[config.mk]
export PLATFORM = sky130hd
export DESIGN_NAME = grw_march
export DESIGN_NICKNAME = d
export VERILOG_FILES = /design/src/rtl/grw_pkg.sv /design/src/rtl/grw_march.sv
export SDC_FILE = /design/constraint.sdc
export NUM_CORES = 1
export LEC_CHECK = 0
export BUFFER_PORTS_ARGS = -buffer_cell sky130_fd_sc_hd__buf_4
export CORE_ASPECT_RATIO = 0.9
export CORE_MARGIN = 2
export CORE_UTILIZATION = 45
export DETAILED_ROUTE_END_ITERATION = 8
export HOLD_SLACK_MARGIN = 0.08
export PLACE_DENSITY = 0.84
export SLEW_MARGIN = 20
export SYNTH_ARGS = -nofsm -noshare
export SYNTH_HDL_FRONTEND = slang
export SYNTH_SLANG_ARGS = --single-unit
[constraint.sdc]
create_clock -name clk -period 3.6 [get_ports clk]
set_clock_uncertainty 0.15 [all_clocks]
set_input_delay 0.54 -clock clk [delete_from_list [all_inputs] [get_ports clk]]
set_output_delay 0.54 -clock clk [all_outputs]
set_load 0.02 [all_outputs]
[src/rtl/grw_pkg.sv]
// Constants, types and the tangent ROM of the grid ray caster.
package grw_pkg;

  localparam int MAP_SIDE    = 8;
  localparam int MAX_STEPS   = 8;
  localparam int ANGLE_W     = 10;
  localparam int ANGLE_STEPS = 1 << ANGLE_W;
  localparam int TILE_SHIFT  = 6;

  localparam int QTR        = ANGLE_STEPS / 4;
  localparam int HALF       = ANGLE_STEPS / 2;
  localparam int POS_SHIFT  = TILE_SHIFT + 8;   // tile size in Q8
  localparam int TILE_Q8    = 1 << POS_SHIFT;
  localparam int COORD_W    = 17;
  localparam int OUT_W      = 20;
  localparam int OUT_MAX    = (1 << (OUT_W - 1)) - 1;
  localparam int OUT_MIN    = -(1 << (OUT_W - 1));
  localparam int CELLS      = MAP_SIDE * MAP_SIDE;
  localparam int MAP_W      = 64;
  localparam int TAN_W      = 28;               // |tan| up to 2048.0 in Q16
  localparam int POS_W      = 34;               // internal signed Q8 positions
  localparam int DIST_W     = POS_SHIFT + 1;    // distance to first line, 1..TILE_Q8
  localparam int PROD_W     = DIST_W + TAN_W;
  localparam int IDX_W      = ANGLE_W - 2;
  localparam int ROM_DEPTH  = QTR;
  localparam int PIPE_DEPTH = 3 + MAX_STEPS + 1;

  localparam int CFG_AW = 4;
  localparam int CFG_DW = 64;
  localparam logic [CFG_AW-4:0] REG_WALL_MAP = '0;   // paddr[CFG_AW-1:3]

  localparam logic [TAN_W-1:0] TAN_SAT = TAN_W'(64'd2048 << 16);

  localparam longint unsigned TWO_PI_Q30 = 64'd6746518852;
  localparam longint unsigned ONE_Q30    = 64'd1 << 30;

  typedef struct packed {
    logic signed [POS_W-1:0] rx;
    logic signed [POS_W-1:0] ry;
    logic signed [POS_W-1:0] sx;
    logic signed [POS_W-1:0] sy;
    logic                    done;
    logic                    hit;
  } cast_t;

  typedef logic [TAN_W-1:0] tan_rom_t [ROM_DEPTH];

  // elaboration only: shift-subtract divide
  function automatic longint unsigned udiv64(input longint unsigned n,
                                             input longint unsigned d);
    longint unsigned q;
    longint unsigned r;
    q = '0;
    r = '0;
    for (int i = 63; i >= 0; i--) begin
      r = {r[62:0], n[i]};
      if (r >= d) begin
        r = r - d;
        q[i] = 1'b1;
      end
    end
    return q;
  endfunction

  // Q30 sine or cosine by a truncating Taylor series, x^1..x^13
  function automatic longint unsigned sincos_q30(input longint unsigned t,
                                                 input logic want_cos);
    longint unsigned x;
    longint unsigned x2;
    longint unsigned ts;
    longint unsigned tc;
    longint unsigned ss;
    longint unsigned cs;
    x  = (t * TWO_PI_Q30 + 64'(HALF)) / ANGLE_STEPS;
    x2 = (x * x) >> 30;
    ts = x;
    tc = ONE_Q30;
    ss = x;
    cs = ONE_Q30;
    ts = ((ts * x2) >> 30) / 6;   tc = ((tc * x2) >> 30) / 2;
    ss = ss - ts;                 cs = cs - tc;
    ts = ((ts * x2) >> 30) / 20;  tc = ((tc * x2) >> 30) / 12;
    ss = ss + ts;                 cs = cs + tc;
    ts = ((ts * x2) >> 30) / 42;  tc = ((tc * x2) >> 30) / 30;
    ss = ss - ts;                 cs = cs - tc;
    ts = ((ts * x2) >> 30) / 72;  tc = ((tc * x2) >> 30) / 56;
    ss = ss + ts;                 cs = cs + tc;
    ts = ((ts * x2) >> 30) / 110; tc = ((tc * x2) >> 30) / 90;
    ss = ss - ts;                 cs = cs - tc;
    ts = ((ts * x2) >> 30) / 156; tc = ((tc * x2) >> 30) / 132;
    ss = ss + ts;                 cs = cs + tc;
    return want_cos ? cs : ss;
  endfunction

  // |tan| of s steps, 1 <= s <= QTR, Q16 rounded, saturated
  function automatic logic [TAN_W-1:0] tan_entry(input int s);
    longint unsigned sn;
    longint unsigned cs;
    longint unsigned v;
    if (s >= QTR) begin
      v = 64'(TAN_SAT);
    end else if (2 * s <= QTR) begin
      sn = sincos_q30(64'(s), 1'b0);
      cs = sincos_q30(64'(s), 1'b1);
      v  = udiv64((sn << 16) + (cs >> 1), cs);
    end else begin
      sn = sincos_q30(64'(QTR - s), 1'b0);
      cs = sincos_q30(64'(QTR - s), 1'b1);
      if (sn == 0) v = 64'(TAN_SAT);
      else v = udiv64((cs << 16) + (sn >> 1), sn);
    end
    if (v > 64'(TAN_SAT)) v = 64'(TAN_SAT);
    return TAN_W'(v);
  endfunction

  // entry i holds |tan| of i+1 steps
  function automatic tan_rom_t tan_rom_init();
    tan_rom_t rom;
    for (int i = 0; i < ROM_DEPTH; i++) begin
      rom[i] = tan_entry(i + 1);
    end
    return rom;
  endfunction

  localparam tan_rom_t TAN_ROM = tan_rom_init();

endpackage

[src/rtl/grw_march.sv]
// One tile step of a cast: wall test at the current point, else advance.
module grw_march (
  input  logic                       clk,
  input  logic                       en,
  input  logic [grw_pkg::MAP_W-1:0]  wall_map,
  input  grw_pkg::cast_t             cin,
  output grw_pkg::cast_t             cout
);
  import grw_pkg::*;

  localparam int TILE_NUM_W = POS_W - POS_SHIFT;
  localparam int CELL_W     = TILE_NUM_W + 4;
  localparam int MAP_IDX_W  = $clog2(CELLS);

  logic signed [TILE_NUM_W-1:0] row, col;
  logic signed [CELL_W-1:0]     flat_idx;
  logic                         wall;
  cast_t                        nxt;

  always_comb begin
    // arithmetic shift gives floor for negative positions
    row      = cin.ry[POS_W-1:POS_SHIFT];
    col      = cin.rx[POS_W-1:POS_SHIFT];
    // columns outside the map alias into neighboring rows; only the flat index is range checked
    flat_idx = CELL_W'(row * MAP_SIDE + col);
    wall     = (flat_idx >= 0) && (flat_idx < CELLS) && wall_map[flat_idx[MAP_IDX_W-1:0]];
    nxt      = cin;
    if (!cin.done) begin
      if (wall) begin
        nxt.done = 1'b1;
        nxt.hit  = 1'b1;
      end else begin
        nxt.rx = cin.rx + cin.sx;
        nxt.ry = cin.ry + cin.sy;
      end
    end
  end

  always_ff @(posedge clk) begin
    if (en) begin
      cout <= nxt;
    end
  end

endmodule

After elaboration in Yosys (flattened, before gate mapping)
Cells that the tools add are included.

word-level totals
  bits in registers = 138
  output and inout bits = 138

operators by class
  $add $sub $neg = 3
  order comparisons = 3
  muxes and demuxes = 6
  reduce and logical (&&, ||, !) cells = 2

operator list
  cell                 count
  $mux 68              2
  $add 34x34->34       2
  $add 23x20->24       1
  $ge 24x1->1 const B  1
  $lt 24x8->1 const B  1
  $lt 6x7->1 const B   1
  $bmux 1 s6           1
  $logic_and 1x1->1    2
  $mux 1               2
  $mux 2               1

Logic depth before layout (Yosys ltp)
  depth after elaboration = 6
  gate-level depth with buffers = 14

Worst setup path before layout
OpenSTA, ideal clock, no wires.

  path kind = input -> register
  start = input port cin[84] in the netlist's numbering
  end = register cout[115] in the netlist's numbering (data pin)
  arrival = 3.316 ns
  data required time = 3.190 ns
  setup slack = -0.127 ns
  cell stages on the path = 13
  path buffers = 2
  cell sequence = ha_1 -> inv_1 -> fa_1 -> nor2b_1 -> o31ai_2 -> a21o_1 -> a211oi_1 -> o31ai_1 -> o211a_1 -> o41a_1 -> buf_6 -> buf_6 -> mux2_4

RTL lines
  item                  RTL line         source
  from (decl)           grw_march.sv:6   input grw_pkg::cast_t cin,
  to (signal assigned)  grw_march.sv:41  cout <= nxt;
  to (decl)             grw_march.sv:7   output grw_pkg::cast_t cout

==> out/results.txt <==
Pre-Repair DR Iteration Count: 5
top flop regs: cout (138)
Core Footprint: 21800 µm²
Final ANT Viol Nets: 0
Synth Instances: 934
multiplexer share of the synthesized area: 8.99%
Synth Area in Compound Gates: 19.6%
number of synthesized flops with an enable pin: 138
initial antenna violation count: 0
type of origin of the critical path: primary input
Rows: 51
final hold violation count: 0
XOR/XNOR share of the synthesized area: 5.20%
Clock Path Buffers: 2
Non-Filler Instances: 1708
synthesized-area fraction occupied by adder cells: 11.2%
FMAX: 288 MHz
Worst Tran Pin Value: 0.632 ns
synth unique cells: 74
Setup Crit Path Kind: primary input to flip-flop
TritonCTS clock tree: built
FFs w/ async S/R, synth: 0%
Synth top area share: 41.0%
placed cells: 1675
Post-Synth Simple-Gate Area: 11.5%
Worst Setup End Kind: flip-flop
HPWL after DPL: 26700 µm
max reg flops: 138
All-Layer GR Usage: 27.9%
area of the multi-input gates: 5820 µm²
Yosys reg bits: 138
most flop-heavy register: cout
Primary FF master, synth: edfxtp_1
sequential-to-total area share from yosys stat: 41.0%
Starting Density: 46.3%
Peak VDD IR: 0.000289 V
routed vias: 9757
total die area: 23700 µm²
crit path max fanout: 8
CTS sink count: 138
Worst EP required: 3.62 ns
leakage: 6.48 nW
Synth area leaders: edfxtp_1 (41%), ha_1 (11%), a21oi_1 (4.1%)
post-route clock period utilization: 96.6%
fin crit period: 3.48 ns
Critical Path AT: 3.50 ns
first-pass GRT wire length: 51900 µm
most numerous cell in the Yosys netlist: edfxtp_1
Syn Nets: 1227
fin. max-slew vios: 0
Die H: 146 µm
Slew headroom: 57.3%
grt total ovfl: 0
run status: complete, no violations
drt total wl: 33700 µm
Vias per Instance: 5.71
vias in the first global route: 10000
input/output buffers: 341
Worst-path clk slew: 0.06 ns
post-DR wirelength/cell: 19.7 µm
TritonCTS buffer count: 17
share of layout cells above drive strength 1: 41.4%
Final #Nets: 1697
die width: 162 µm
DRC viols: 0
Iter 0 DRT Violations: 852
number of I/O pins: 342
ANT cells: 0
combinational family with the most area after synthesis: compound AO/OA/AOI/OAI gates
setup TNS: 0 ns
final setup vio count: 0
largest net degree at the start of global routing: 58
yosys warns: 0
Synth area leader: edfxtp_1
most common library cells after synthesis: edfxtp_1 (138), ha_1 (86), a21oi_1 (82)
RSZ-0062 raised after global routing: no
FF+latch area: 4140 µm²
H-tree levels: 4
mapped cell area: 10100 µm²
HP Class: primary input to flip-flop
Synth Area per Inst: 10.8 µm²
GPL Wtd Cong: 0.901
Clock Tree Root: clkbuf_16
power per cell area: 399 nW/µm²
max_cap viols: 0
Layout area overhead: 44.5%
Fillers: 1682
[cells by family after synthesis]
kind of cell | after synthesis
buffers and inverters | 54
multiplexers | 66
AND/OR/NAND/NOR | 227
AO/OA/AOI/OAI | 300
adder cells (fa/ha/maj) | 89
XOR/XNOR | 60
flip-flops | 138
[stage by stage]
step                util (%)  power [mW]  hold WS (ns)  area, µm²  setup WS [ns]
floorplan                  -        3.16         0.489      10200        0.00423
global placement        64.0        3.99         0.581      14000         -0.372
detailed placement      64.0        4.03         0.582      14000         -0.433
CTS                     66.7        5.84         0.136      14600         0.0283
global route            66.9        6.08         0.141      14600         0.0132
finish                  66.9        5.83         0.149      14600          0.122
[critical path, stage by stage]
cell	delay, ns
buf_4	0.10
ha_4	0.14
inv_2	0.04
fa_2	0.38
nor2b_4	0.16
o31ai_4	0.09
buf_4	0.15
a31oi_1	0.16
xor2_1	0.10
nor4b_1	0.32
nand4b_1	0.22
o41a_4	0.55
buf_4	0.20
mux2_1	0.32
[area by class of cell]
cell class,instances,share of cell area [%]
Multi-Input combinational cell,742,39.8
Sequential cell,138,28.4
Timing Repair Buffer,472,24.4
Clock buffer,20,2.99
Tap cell,291,2.49
Clock inverter,12,1.03
Inverter,33,0.848
[layout by cell type, fill, tap and decap left out, drive strengths merged, types with 6 or more instances in the layout]
master    n
buf     472
edfxtp  138
ha       86
a21oi    83
o21ai    65
nor2     55
nand2    48
mux2     45
xnor2    39
inv      33
a21o     30
nor3     28
xor2     21
clkbuf   20
o21a     19
nand3    17
o31ai    14
nand2b   13
o211ai   12
mux4     12
and3     12
nor2b    10
mux2i     9
o22ai     8
a211oi    8
nand4     7
and4      7
clkinv    7
and2      6
o31a      6
[worst paths after layout]
kind,endpoint,from,cells past startpoint
worst max-delay path,cout[136],cin[84],14
worst min-delay path,cout[51],cin[51],1
[report_power, final]
part,internal [mW],switching [mW]
combinational,0.971,1.03
sequential,1.98,0.0562
clock,1.09,0.710
total,4.03,1.80
[per-layer routing]
layer  wire [µm]  global-route usage, %
met1       13100                   33.0
met2       17000                   51.0
met3        2700                   6.02
met4         801                   8.05
met5           0                      0
[repair_timing]
item                                   4_1_cts  5_1_grt
endpoints found under the hold margin        0        0
buffers inserted                             0        1
setup endpoints to repair                    1       36
resized for setup                            1        4
hold buffers                                 0        0
pin swaps                                    0        2
(Power assumes the default switching activity.)
